<file path="src/hw/rtl/lru_pkg.sv">
// Shared widths, chain records and controller states for the LRU page replacement block.
package lru_pkg;

   // Fixed field widths of the request, response and CSR
   localparam int PAGE_NUMBER_W = 16;
   localparam int SLOT_OUT_W    = 3;
   localparam int TOTAL_W       = 32;
   localparam int CSR_W         = 4;

   // Frame index and rank width covering the largest supported frame count (64)
   localparam int IDX_W   = 6;
   // Active frame count width, holds the frame count itself
   localparam int COUNT_W = 7;

   localparam logic [CSR_W-1:0] CSR_RESET = 4'd8;

   // Search record handed from cell to cell
   typedef struct packed {
      logic             live;
      logic             hit_found;
      logic [IDX_W-1:0] hit_slot;
      logic [IDX_W-1:0] hit_rank;
      logic             empty_found;
      logic [IDX_W-1:0] empty_slot;
      logic [IDX_W-1:0] victim_slot;
      logic [IDX_W-1:0] victim_rank;
   } scan_type;

   localparam scan_type SCAN_IDLE = '0;

   // Update broadcast from the controller to every cell
   typedef struct packed {
      logic             apply;
      logic             write_page;
      logic             limit_en;
      logic [IDX_W-1:0] target;
      logic [IDX_W-1:0] limit;
   } update_type;

   typedef enum logic [1:0] {
      ST_IDLE,
      ST_SCAN,
      ST_COMMIT
   } state_type;

endpackage

</file>
<file path="src/hw/rtl/lru_req_if.sv">
// Request channel: one page reference per request.
interface lru_req_if;
   logic                             valid;
   logic                             ready;
   logic [lru_pkg::PAGE_NUMBER_W-1:0] page_number;

   modport source (output valid, output page_number, input ready);
   modport sink (input valid, input page_number, output ready);
endinterface

</file>
<file path="src/hw/rtl/lru_rsp_if.sv">
// Response channel: hit or fault, frame used and running totals.
interface lru_rsp_if;
   logic                          valid;
   logic                          ready;
   logic                          hit;
   logic [lru_pkg::SLOT_OUT_W-1:0] frame_slot;
   logic [lru_pkg::TOTAL_W-1:0]    hit_total;
   logic [lru_pkg::TOTAL_W-1:0]    fault_total;

   modport source (output valid, output hit, output frame_slot, output hit_total,
                   output fault_total, input ready);
   modport sink (input valid, input hit, input frame_slot, input hit_total,
                 input fault_total, output ready);
endinterface

</file>
<file path="src/hw/rtl/lru_cell.sv">
// One frame cell: holds page, valid and rank, folds itself into the passing search record.
module lru_cell #(
   parameter int INDEX       = 0,
   parameter int FRAME_COUNT = 8,
   parameter int PAGE_W      = 16
) (
   input  logic                        clock,
   input  logic                        reset,
   input  lru_pkg::scan_type           scan_in,
   output lru_pkg::scan_type           scan_out,
   input  lru_pkg::update_type         update,
   input  logic [PAGE_W-1:0]           page,
   input  logic [lru_pkg::COUNT_W-1:0] active_count
);

   localparam int RANK_W = (FRAME_COUNT > 1) ? $clog2(FRAME_COUNT) : 1;
   localparam logic [lru_pkg::IDX_W-1:0] MY_SLOT   = lru_pkg::IDX_W'(INDEX);
   localparam logic [RANK_W-1:0]         RANK_CEIL = RANK_W'(FRAME_COUNT - 1);

   logic [PAGE_W-1:0]         page_ff;
   logic                      valid_ff;
   logic [RANK_W-1:0]         rank_ff;
   lru_pkg::scan_type         scan_ff;
   lru_pkg::scan_type         scan_in_next;
   logic                      active;
   logic [lru_pkg::IDX_W-1:0] rank_wide;
   logic                      is_target;
   logic                      age;

   assign active    = lru_pkg::COUNT_W'(INDEX) < active_count;
   assign rank_wide = lru_pkg::IDX_W'(rank_ff);
   assign is_target = update.target == MY_SLOT;
   assign scan_out  = scan_ff;

   // Fold this frame into the search record: first hit, first empty, oldest frame
   always_comb begin
      scan_in_next = scan_in;
      if (scan_in.live && active) begin
         if (valid_ff && (page_ff == page) && !scan_in.hit_found) begin
            scan_in_next.hit_found = 1'b1;
            scan_in_next.hit_slot  = MY_SLOT;
            scan_in_next.hit_rank  = rank_wide;
         end
         if (!valid_ff && !scan_in.empty_found) begin
            scan_in_next.empty_found = 1'b1;
            scan_in_next.empty_slot  = MY_SLOT;
         end
         if (rank_wide > scan_in.victim_rank) begin
            scan_in_next.victim_slot = MY_SLOT;
            scan_in_next.victim_rank = rank_wide;
         end
      end
   end

   // Age valid active frames younger than the limit, up to the rank ceiling
   assign age = active && valid_ff && !is_target &&
                (!update.limit_en || (rank_wide < update.limit)) &&
                (rank_ff < RANK_CEIL);

   // Advance the search record and apply the broadcast update
   always_ff @(posedge clock) begin
      if (reset) begin
         valid_ff <= 1'b0;
         rank_ff  <= '0;
         scan_ff  <= lru_pkg::SCAN_IDLE;
      end else begin
         scan_ff <= scan_in_next;
         if (update.apply) begin
            if (is_target) begin
               rank_ff <= '0;
               if (update.write_page) begin
                  valid_ff <= 1'b1;
               end
            end else if (age) begin
               rank_ff <= rank_ff + RANK_W'(1);
            end
         end
      end
   end

   // Load the page on a fault into this frame
   always_ff @(posedge clock) begin
      if (update.apply && is_target && update.write_page) begin
         page_ff <= page;
      end
   end

endmodule

</file>
<file path="src/hw/rtl/lru_ctrl.sv">
// Sequencer: takes requests, launches the search record, commits the update and totals.
module lru_ctrl #(
   parameter int FRAME_COUNT = 8,
   parameter int PAGE_W      = 16
) (
   input  logic                        clock,
   input  logic                        reset,
   lru_req_if.sink                     req_chan,
   lru_rsp_if.source                   rsp_chan,
   input  logic                        csr_write_enable,
   input  logic [lru_pkg::CSR_W-1:0]   csr_write_data,
   output lru_pkg::scan_type           scan_head,
   input  lru_pkg::scan_type           scan_tail,
   output lru_pkg::update_type         update,
   output logic [PAGE_W-1:0]           page,
   output logic [lru_pkg::COUNT_W-1:0] active_count
);

   localparam logic [lru_pkg::COUNT_W-1:0] FRAME_MAX = lru_pkg::COUNT_W'(FRAME_COUNT);

   lru_pkg::state_type           state_ff;
   lru_pkg::state_type           state_in;
   logic                         launch_ff;
   logic                         launch_in;
   logic [lru_pkg::CSR_W-1:0]    csr_ff;
   logic [PAGE_W-1:0]            page_ff;
   lru_pkg::scan_type            result_ff;
   logic [lru_pkg::TOTAL_W-1:0]  hits_ff;
   logic [lru_pkg::TOTAL_W-1:0]  faults_ff;
   logic [lru_pkg::TOTAL_W-1:0]  hits_in;
   logic [lru_pkg::TOTAL_W-1:0]  faults_in;
   logic                         rsp_valid_ff;
   logic                         rsp_hit_ff;
   logic [lru_pkg::SLOT_OUT_W-1:0] rsp_slot_ff;
   logic [lru_pkg::TOTAL_W-1:0]  rsp_hits_ff;
   logic [lru_pkg::TOTAL_W-1:0]  rsp_faults_ff;
   logic [lru_pkg::IDX_W-1:0]    commit_slot;
   logic                         out_free;
   logic                         accept;
   logic                         commit;
   logic [lru_pkg::COUNT_W-1:0]  csr_wide;

   // Clamp the frame count into one .. FRAME_COUNT
   assign csr_wide = lru_pkg::COUNT_W'(csr_ff);
   always_comb begin
      if (csr_ff == '0) begin
         active_count = lru_pkg::COUNT_W'(1);
      end else if (csr_wide > FRAME_MAX) begin
         active_count = FRAME_MAX;
      end else begin
         active_count = csr_wide;
      end
   end

   assign out_free = !rsp_valid_ff || rsp_chan.ready;
   assign accept   = req_chan.valid && req_chan.ready;
   assign page     = page_ff;

   // Start the search record at the head of the chain
   always_comb begin
      scan_head      = lru_pkg::SCAN_IDLE;
      scan_head.live = launch_ff;
   end

   // Pick the frame: hit, else first empty, else oldest
   always_comb begin
      if (result_ff.hit_found) begin
         commit_slot = result_ff.hit_slot;
      end else if (result_ff.empty_found) begin
         commit_slot = result_ff.empty_slot;
      end else begin
         commit_slot = result_ff.victim_slot;
      end
   end

   // Saturating totals after this request
   always_comb begin
      hits_in   = hits_ff;
      faults_in = faults_ff;
      if (result_ff.hit_found) begin
         if (hits_ff != '1) begin
            hits_in = hits_ff + lru_pkg::TOTAL_W'(1);
         end
      end else if (faults_ff != '1) begin
         faults_in = faults_ff + lru_pkg::TOTAL_W'(1);
      end
   end

   // Next state and update broadcast
   always_comb begin
      state_in          = state_ff;
      launch_in         = 1'b0;
      commit            = 1'b0;
      req_chan.ready    = 1'b0;
      update            = '0;
      update.target     = commit_slot;
      update.write_page = !result_ff.hit_found;
      update.limit_en   = result_ff.hit_found;
      update.limit      = result_ff.hit_rank;
      case (state_ff)
         lru_pkg::ST_IDLE: begin
            req_chan.ready = 1'b1;
            if (req_chan.valid) begin
               launch_in = 1'b1;
               state_in  = lru_pkg::ST_SCAN;
            end
         end
         lru_pkg::ST_SCAN: begin
            if (scan_tail.live) begin
               state_in = lru_pkg::ST_COMMIT;
            end
         end
         lru_pkg::ST_COMMIT: begin
            if (out_free) begin
               commit       = 1'b1;
               update.apply = 1'b1;
               state_in     = lru_pkg::ST_IDLE;
            end
         end
         default: begin
            state_in = lru_pkg::ST_IDLE;
         end
      endcase
   end

   // Control registers
   always_ff @(posedge clock) begin
      if (reset) begin
         state_ff     <= lru_pkg::ST_IDLE;
         launch_ff    <= 1'b0;
         csr_ff       <= lru_pkg::CSR_RESET;
         hits_ff      <= '0;
         faults_ff    <= '0;
         rsp_valid_ff <= 1'b0;
      end else begin
         state_ff  <= state_in;
         launch_ff <= launch_in;
         if (csr_write_enable) begin
            csr_ff <= csr_write_data;
         end
         if (commit) begin
            hits_ff      <= hits_in;
            faults_ff    <= faults_in;
            rsp_valid_ff <= 1'b1;
         end else if (rsp_chan.ready) begin
            rsp_valid_ff <= 1'b0;
         end
      end
   end

   // Hold request page, search result and response payload
   always_ff @(posedge clock) begin
      if (accept) begin
         page_ff <= req_chan.page_number[PAGE_W-1:0];
      end
      if ((state_ff == lru_pkg::ST_SCAN) && scan_tail.live) begin
         result_ff <= scan_tail;
      end
      if (commit) begin
         rsp_hit_ff    <= result_ff.hit_found;
         rsp_slot_ff   <= commit_slot[lru_pkg::SLOT_OUT_W-1:0];
         rsp_hits_ff   <= hits_in;
         rsp_faults_ff <= faults_in;
      end
   end

   assign rsp_chan.valid       = rsp_valid_ff;
   assign rsp_chan.hit         = rsp_hit_ff;
   assign rsp_chan.frame_slot  = rsp_slot_ff;
   assign rsp_chan.hit_total   = rsp_hits_ff;
   assign rsp_chan.fault_total = rsp_faults_ff;

endmodule

</file>
<file path="src/hw/rtl/lru_page_replacement.sv">
// Fully associative LRU page replacement: a chain of frame cells driven by one sequencer.
// Each request goes through these steps from acceptance to response: the search record walks
// the chain of frame cells (one cell per cycle, each folding in its hit, empty and age check),
// the search result is captured, and the update is committed to all cells at once. A new request
// is accepted once the previous one has committed, while its response may still wait in the
// output register; a response still waiting holds back the commit of the next request.
// csr_write_data sets the number of active frames (0 acts as 1, above FRAME_COUNT acts as
// FRAME_COUNT); write it only idle.
module lru_page_replacement #(
   parameter int FRAME_COUNT = 8,
   parameter int PAGE_BITS   = 16
) (
   input  logic                      clock,
   input  logic                      reset,
   lru_req_if.sink                   req_chan,
   lru_rsp_if.source                 rsp_chan,
   input  logic                      csr_write_enable,
   input  logic [lru_pkg::CSR_W-1:0] csr_write_data
);

   localparam int PAGE_W = (PAGE_BITS < lru_pkg::PAGE_NUMBER_W) ? PAGE_BITS
                                                                : lru_pkg::PAGE_NUMBER_W;

   lru_pkg::scan_type           chain [FRAME_COUNT+1];
   lru_pkg::update_type         update;
   logic [PAGE_W-1:0]           page;
   logic [lru_pkg::COUNT_W-1:0] active_count;

   lru_ctrl #(
      .FRAME_COUNT (FRAME_COUNT),
      .PAGE_W      (PAGE_W)
   ) u_ctrl (
      .clock            (clock),
      .reset            (reset),
      .req_chan         (req_chan),
      .rsp_chan         (rsp_chan),
      .csr_write_enable (csr_write_enable),
      .csr_write_data   (csr_write_data),
      .scan_head        (chain[0]),
      .scan_tail        (chain[FRAME_COUNT]),
      .update           (update),
      .page             (page),
      .active_count     (active_count)
   );

   // Row of frame cells, search record passed left to right
   for (genvar k = 0; k < FRAME_COUNT; k++) begin : g_cell
      lru_cell #(
         .INDEX       (k),
         .FRAME_COUNT (FRAME_COUNT),
         .PAGE_W      (PAGE_W)
      ) u_cell (
         .clock        (clock),
         .reset        (reset),
         .scan_in      (chain[k]),
         .scan_out     (chain[k+1]),
         .update       (update),
         .page         (page),
         .active_count (active_count)
      );
   end

endmodule

</file>
<file path="src/flat_wrapper.sv">
// flat-port wrapper written by rule: the top's interface ports become plain ports
module lru_page_replacement_flat 
#(
   parameter int FRAME_COUNT = 8,
   parameter int PAGE_BITS   = 16
)
  (clock, reset, csr_write_enable, csr_write_data, req_chan_valid, req_chan_page_number, req_chan_ready, rsp_chan_valid, rsp_chan_hit, rsp_chan_frame_slot, rsp_chan_hit_total, rsp_chan_fault_total, rsp_chan_ready);
  lru_req_if req_chan_i ();
  lru_rsp_if rsp_chan_i ();
  input  logic clock;
  input  logic reset;
  input  logic csr_write_enable;
  input  logic [lru_pkg::CSR_W-1:0] csr_write_data;
  input wire logic [$bits(req_chan_i.valid)-1:0] req_chan_valid;
  input wire logic [$bits(req_chan_i.page_number)-1:0] req_chan_page_number;
  output wire logic [$bits(req_chan_i.ready)-1:0] req_chan_ready;
  output wire logic [$bits(rsp_chan_i.valid)-1:0] rsp_chan_valid;
  output wire logic [$bits(rsp_chan_i.hit)-1:0] rsp_chan_hit;
  output wire logic [$bits(rsp_chan_i.frame_slot)-1:0] rsp_chan_frame_slot;
  output wire logic [$bits(rsp_chan_i.hit_total)-1:0] rsp_chan_hit_total;
  output wire logic [$bits(rsp_chan_i.fault_total)-1:0] rsp_chan_fault_total;
  input wire logic [$bits(rsp_chan_i.ready)-1:0] rsp_chan_ready;
  assign req_chan_i.valid = req_chan_valid;
  assign req_chan_i.page_number = req_chan_page_number;
  assign req_chan_ready = req_chan_i.ready;
  assign rsp_chan_valid = rsp_chan_i.valid;
  assign rsp_chan_hit = rsp_chan_i.hit;
  assign rsp_chan_frame_slot = rsp_chan_i.frame_slot;
  assign rsp_chan_hit_total = rsp_chan_i.hit_total;
  assign rsp_chan_fault_total = rsp_chan_i.fault_total;
  assign rsp_chan_i.ready = rsp_chan_ready;
  lru_page_replacement #(.FRAME_COUNT(FRAME_COUNT), .PAGE_BITS(PAGE_BITS)) u_core (.clock(clock), .reset(reset), .req_chan(req_chan_i), .rsp_chan(rsp_chan_i), .csr_write_enable(csr_write_enable), .csr_write_data(csr_write_data));
endmodule
</file>
<file path="config.mk">
export PLATFORM = sky130hd
export DESIGN_NAME = lru_page_replacement_flat
export DESIGN_NICKNAME = d
export VERILOG_FILES = /design/src/hw/rtl/lru_pkg.sv /design/src/hw/rtl/lru_req_if.sv /design/src/hw/rtl/lru_rsp_if.sv /design/src/hw/rtl/lru_cell.sv /design/src/hw/rtl/lru_ctrl.sv /design/src/hw/rtl/lru_page_replacement.sv /design/src/flat_wrapper.sv
export SDC_FILE = /design/constraint.sdc
export NUM_CORES = 1
export LEC_CHECK = 0
export ABC_AREA = 1
export ABC_CLOCK_PERIOD_IN_PS = 3100
export BUFFER_PORTS_ARGS = -buffer_cell sky130_fd_sc_hd__buf_2
export CAP_MARGIN = 0
export CELL_PAD_IN_SITES_DETAIL_PLACEMENT = 1
export CELL_PAD_IN_SITES_GLOBAL_PLACEMENT = 2
export CORE_MARGIN = 3
export CORE_UTILIZATION = 38
export DETAILED_ROUTE_END_ITERATION = 8
export PLACE_DENSITY = 0.81
export SETUP_SLACK_MARGIN = 0.02
export SYNTH_ARGS = -nofsm -noshare
export SYNTH_HDL_FRONTEND = slang
export SYNTH_SLANG_ARGS = --single-unit
</file>
<file path="constraint.sdc">
create_clock -name clock -period 3.1 [get_ports clock]
set_input_delay 0.465 -clock clock [delete_from_list [all_inputs] [get_ports clock]]
set_output_delay 0.465 -clock clock [all_outputs]
set_load 0.005 [all_outputs]
</file>
==> impl_metrics.py <==
metrics = {
    "power_and_ir_drop": {
        "clockPowerShare_pct": 49.4,
        "p_comb_share_pct": 2.9,
        "power.leakage_nw": 10.6,
        "pwr_density_cell_nw_per_um2": 533,
        "ir_worst_vdd_mv": 0.481,
        "power.switching_mw": 2.85,
        "p_int_mw": 10.3,
        "power_frac_seq_pct": 47.7,
        "sw_frac_of_total_pct": 21.6,
    },
    "setup_path": {
        "r2r_cells": 7,
        "crit_path_cell_trace": "inv_1 -> nand2_1 -> nand3_1 -> o21ai_1 -> nor2_2 -> nand3_1 -> inv_1",
        "slowest_delay_ns": 0.59,
        "end_kind": "flop",
        "required_ns": 3.36,
        "critPathBufInv": 2,
        "cp_top_family": "buffers and inverters",
        "r2r_slack_ns": 0.74,
        "crit_fanout": 16,
        "crit_type": "reg -> reg",
        "r2r-start": "u_core.u_ctrl.result_ff[18]$_DFFE_PP_",
        "slowest_stage": "inv_1",
        "start_kind": "flop",
        "reg2reg_to": "u_core.g_cell[1].u_cell.page_ff[12]$_DFFE_PP_",
        "worst_ep_arrival_time_ns": 2.62,
    },
    "yosys": {
        "synth_area_um2": 21400,
        "postSynthCellCount": 2643,
        "synth_top_area_share_pct": 31.7,
        "synth_cell_type_count": 48,
        "ys_ff_latch": 450,
        "syn_nets": 2722,
        "synth_area_per_cell_um2": 8.09,
        "synth.area.top_cells": "edfxtp_1 32%, dfxtp_1 21%, nand2_1 13%, inv_1 6.4%, nor2_1 5.7%",
        "ys_seq_area_share_pct": 52.7,
        "synth_edf_count": 226,
        "synth_ff_type": "edfxtp_1",
        "synth_area_leader_cell": "edfxtp_1",
        "async_flop_share_pct": 0,
        "yosysWarnings": 0,
    },
    "clock_tree": {
        "clock_latency_ns": 0.63,
        "cts.clk_slew.worst_paths_ns": 0.06,
        "clockBufferDepth": 3,
        "cts.sinks": 450,
        "cts.htree.levels": 2,
        "root_buffer": "clkbuf_16",
        "cts-buffers-inserted": 51,
        "cts_tree": "done",
    },
    "placed_design": {
        "numPortBuffers": 94,
        "dp_cells": 3445,
        "dp_hpwl_mm": 44.0,
        "place_congestion": 0.830,
    },
    "routing": {
        "drc": 0,
        "vias": 17600,
        "drtAntennaViolNets": 0,
        "vias_per_cell": 4.94,
        "drt-total-wl_mm": 62.7,
        "wire_per_inst_um": 17.6,
        "drt_iter0_drc": 752,
        "dr.pass1.iters": 5,
    },
    "cells_and_area": {
        "seqCellArea_um2": 11300,
        "area_growth_pct": 15.6,
        "nets": 2845,
        "final_common_cell": "nand2_1",
        "n_fill_cell": 6687,
        "final_cell_mix": "748 x nand2_1, 363 x inv_1, 322 x nor2_1",
        "multi_input_area_um2": 8360,
        "drive_gt1_share_pct": 9.68,
        "antenna_cells": 0,
        "final_cells": 3557,
    },
    "global_route": {
        "antenna_found_initial": 0,
        "grt_pass1_wl_mm": 99.7,
        "grt_start_max_net_pins": 139,
        "grt_pass1_vias": 18500,
        "grt_use_total_pct": 21.2,
        "globalRouteOverflowTotal": 0,
    },
    "hold_path": {
        "hold_depth": 3,
        "hold_path_class": "in -> reg",
        "min_to": "u_core.u_ctrl.csr_ff[3]$_SDFFE_PP1P_",
        "min_from": "csr_write_data[3]",
    },
    "timing": {
        "max_slew_margin_pct": 34.6,
        "setup_tns_ns": 0,
        "drv_slew": 0,
        "timing.final.crit_period_ns": 2.36,
        "hold_violations": 0,
        "rsz0062_at_grt": "false",
        "worstMarginPinSlew_ns": 0.981,
        "timing.fmax_mhz": 423,
        "skew_ns": 0.0314,
        "fin_crit_sh_pct": 76.3,
        "setup_viol": 0,
    },
    "floorplanning": {
        "initial_core_util_pct": 38.6,
        "core_region_area_um2": 55400,
        "die_x_um": 243,
        "die_area_um2": 59200,
        "num_io_pins": 95,
        "row_count": 86,
        "die_y_um": 243,
    },
    "flow_run": {
        "maxCapViolCount": 0,
    },
    "outcome": {
        "outcome": "finished clean",
    },
}
## state kept, by name, summed over array words and instances (netlist names)
| register | flops |
|---|---|
| u_core.g_cell.u_cell.page_ff | 128 |
| u_core.g_cell.u_cell.scan_out | 120 |
| u_core.u_ctrl.faults_ff | 32 |
| u_core.u_ctrl.hits_ff | 32 |
| u_core.u_ctrl.rsp_chan.fault_total | 32 |
| u_core.u_ctrl.rsp_chan.hit_total | 32 |
| u_core.g_cell.u_cell.rank_ff | 24 |
| u_core.u_ctrl.page | 16 |
| u_core.u_ctrl.result_ff | 10 |
| u_core.g_cell.u_cell.valid_ff | 8 |
| u_core.u_ctrl.csr_ff | 4 |
| u_core.u_ctrl.update | 4 |
| u_core.u_ctrl.rsp_chan.frame_slot | 3 |
| u_core.u_ctrl.state_ff | 2 |
| u_core.u_ctrl.launch_ff | 1 |
| u_core.u_ctrl.rsp_chan.hit | 1 |
| u_core.u_ctrl.rsp_chan.valid | 1 |
## per-stage QoR
stage	hold slack (ns)	total power, mW	cell area (µm²)	util (%)	worst slack (ns)
floorplan	0.386	6.61	21400	-	0.771
global placement	0.386	6.77	22700	41.0	0.671
detailed placement	0.390	6.78	22700	41.0	0.573
CTS	0.0335	13.4	24700	44.6	0.718
global route	0.0764	13.7	24700	44.6	0.492
finish	0.0803	13.2	24700	44.6	0.735
## worst reg2reg max path, cell delays in order, from the launching register on
cell and delay [ns]:
edfxtp_1 0.42, inv_1 0.12, nand2_1 0.06, nand3_1 0.07, o21ai_1 0.25, nor2_2 0.31, nand3_1 0.19, inv_1 0.59
## metal layers
| metal | track usage [%] | vias to the layer above | wire, µm |
|---|---|---|---|
| met4 | 6.89 | 0 | 1970 |
| met2 | 37.3 | 254 | 30700 |
| met3 | 3.43 | 117 | 2070 |
| met1 | 26.5 | 8503 | 28000 |
| li1 | - | 8706 | - |
| met5 | 0 | - | 0 |
## how the worst max path moves through the flow
stage                                          startpoint                                         endpoint  slack [ns]  depth (start not counted)
detailed placement                         rsp_chan_ready  u_core.g_cell[1].u_cell.rank_ff[2]$_SDFFE_PP0P_        0.57                         10
finish              u_core.u_ctrl.result_ff[18]$_DFFE_PP_    u_core.g_cell[1].u_cell.page_ff[12]$_DFFE_PP_        0.74                          7
floorplan                                  rsp_chan_ready  u_core.u_ctrl.rsp_chan.fault_total[0]$_DFFE_PP_        0.77                          4
global route           u_core.u_ctrl.update[12]$_DFFE_PP_    u_core.g_cell[6].u_cell.page_ff[13]$_DFFE_PP_        0.49                          7
global placement                           rsp_chan_ready  u_core.g_cell[5].u_cell.rank_ff[2]$_SDFFE_PP0P_        0.67                         10
CTS                 u_core.u_ctrl.result_ff[18]$_DFFE_PP_    u_core.g_cell[1].u_cell.page_ff[12]$_DFFE_PP_        0.72                          7
## Yosys cell counts, types with 2 or more instances
cell type and count:
a21boi_0 7, a21oi_1 143, a22o_1 2, a31oi_1 2, and3_1 3, buf_1 7
buf_2 33, buf_6 4, clkbuf_1 29, dfxtp_1 224, edfxtp_1 226, ha_1 54
inv_1 364, inv_2 10, nand2_1 748, nand2_2 3, nand3_1 182, nand3_2 20
nand3b_1 2, nand4_1 20, nand4_2 5, nor2_1 322, nor2_2 5, nor2_4 3
nor3_1 13, nor3_2 2, o211ai_1 11, o211ai_2 3, o21ai_0 118, o21ai_1 5
o21bai_1 6, o22ai_1 2, or2_2 2, xnor2_1 18, xor2_1 32
## power groups by stage
stage	Combinational, mW	Clock [mW]	Sequential, mW
global route	0.425	6.95	6.29
finish	0.383	6.50	6.29
floorplan	0.195	0	6.41
CTS	0.386	6.70	6.29
detailed placement	0.369	0	6.41
global placement	0.359	0	6.41
## cell type report
type | count | area share, %
Inverter | 374 | 5.68
Timing Repair Buffer | 145 | 3.72
Clock inverter | 22 | 1.37
Multi-Input combinational cell | 1744 | 33.8
Clock buffer | 74 | 6.04
Sequential cell | 450 | 45.6
Tap cell | 748 | 3.78
## logic make-up after synthesis
logic type	synth area share (%)
AOI/OAI and AO/OA	7.62
xor gates and xnor gates	2.05
adders and majority gates	3.16
buffers and inverters	8.24
DFF	52.7
and+or+nand+nor	26.2
## timing repair
action	4_1_cts	5_1_grt
gates resized for setup	0	0
endpoints found under the setup margin	0	0
hold endpoints to repair	16	0
hold buffers	16	0
setup buffers	0	0
Power figures use the tool's default switching activity.
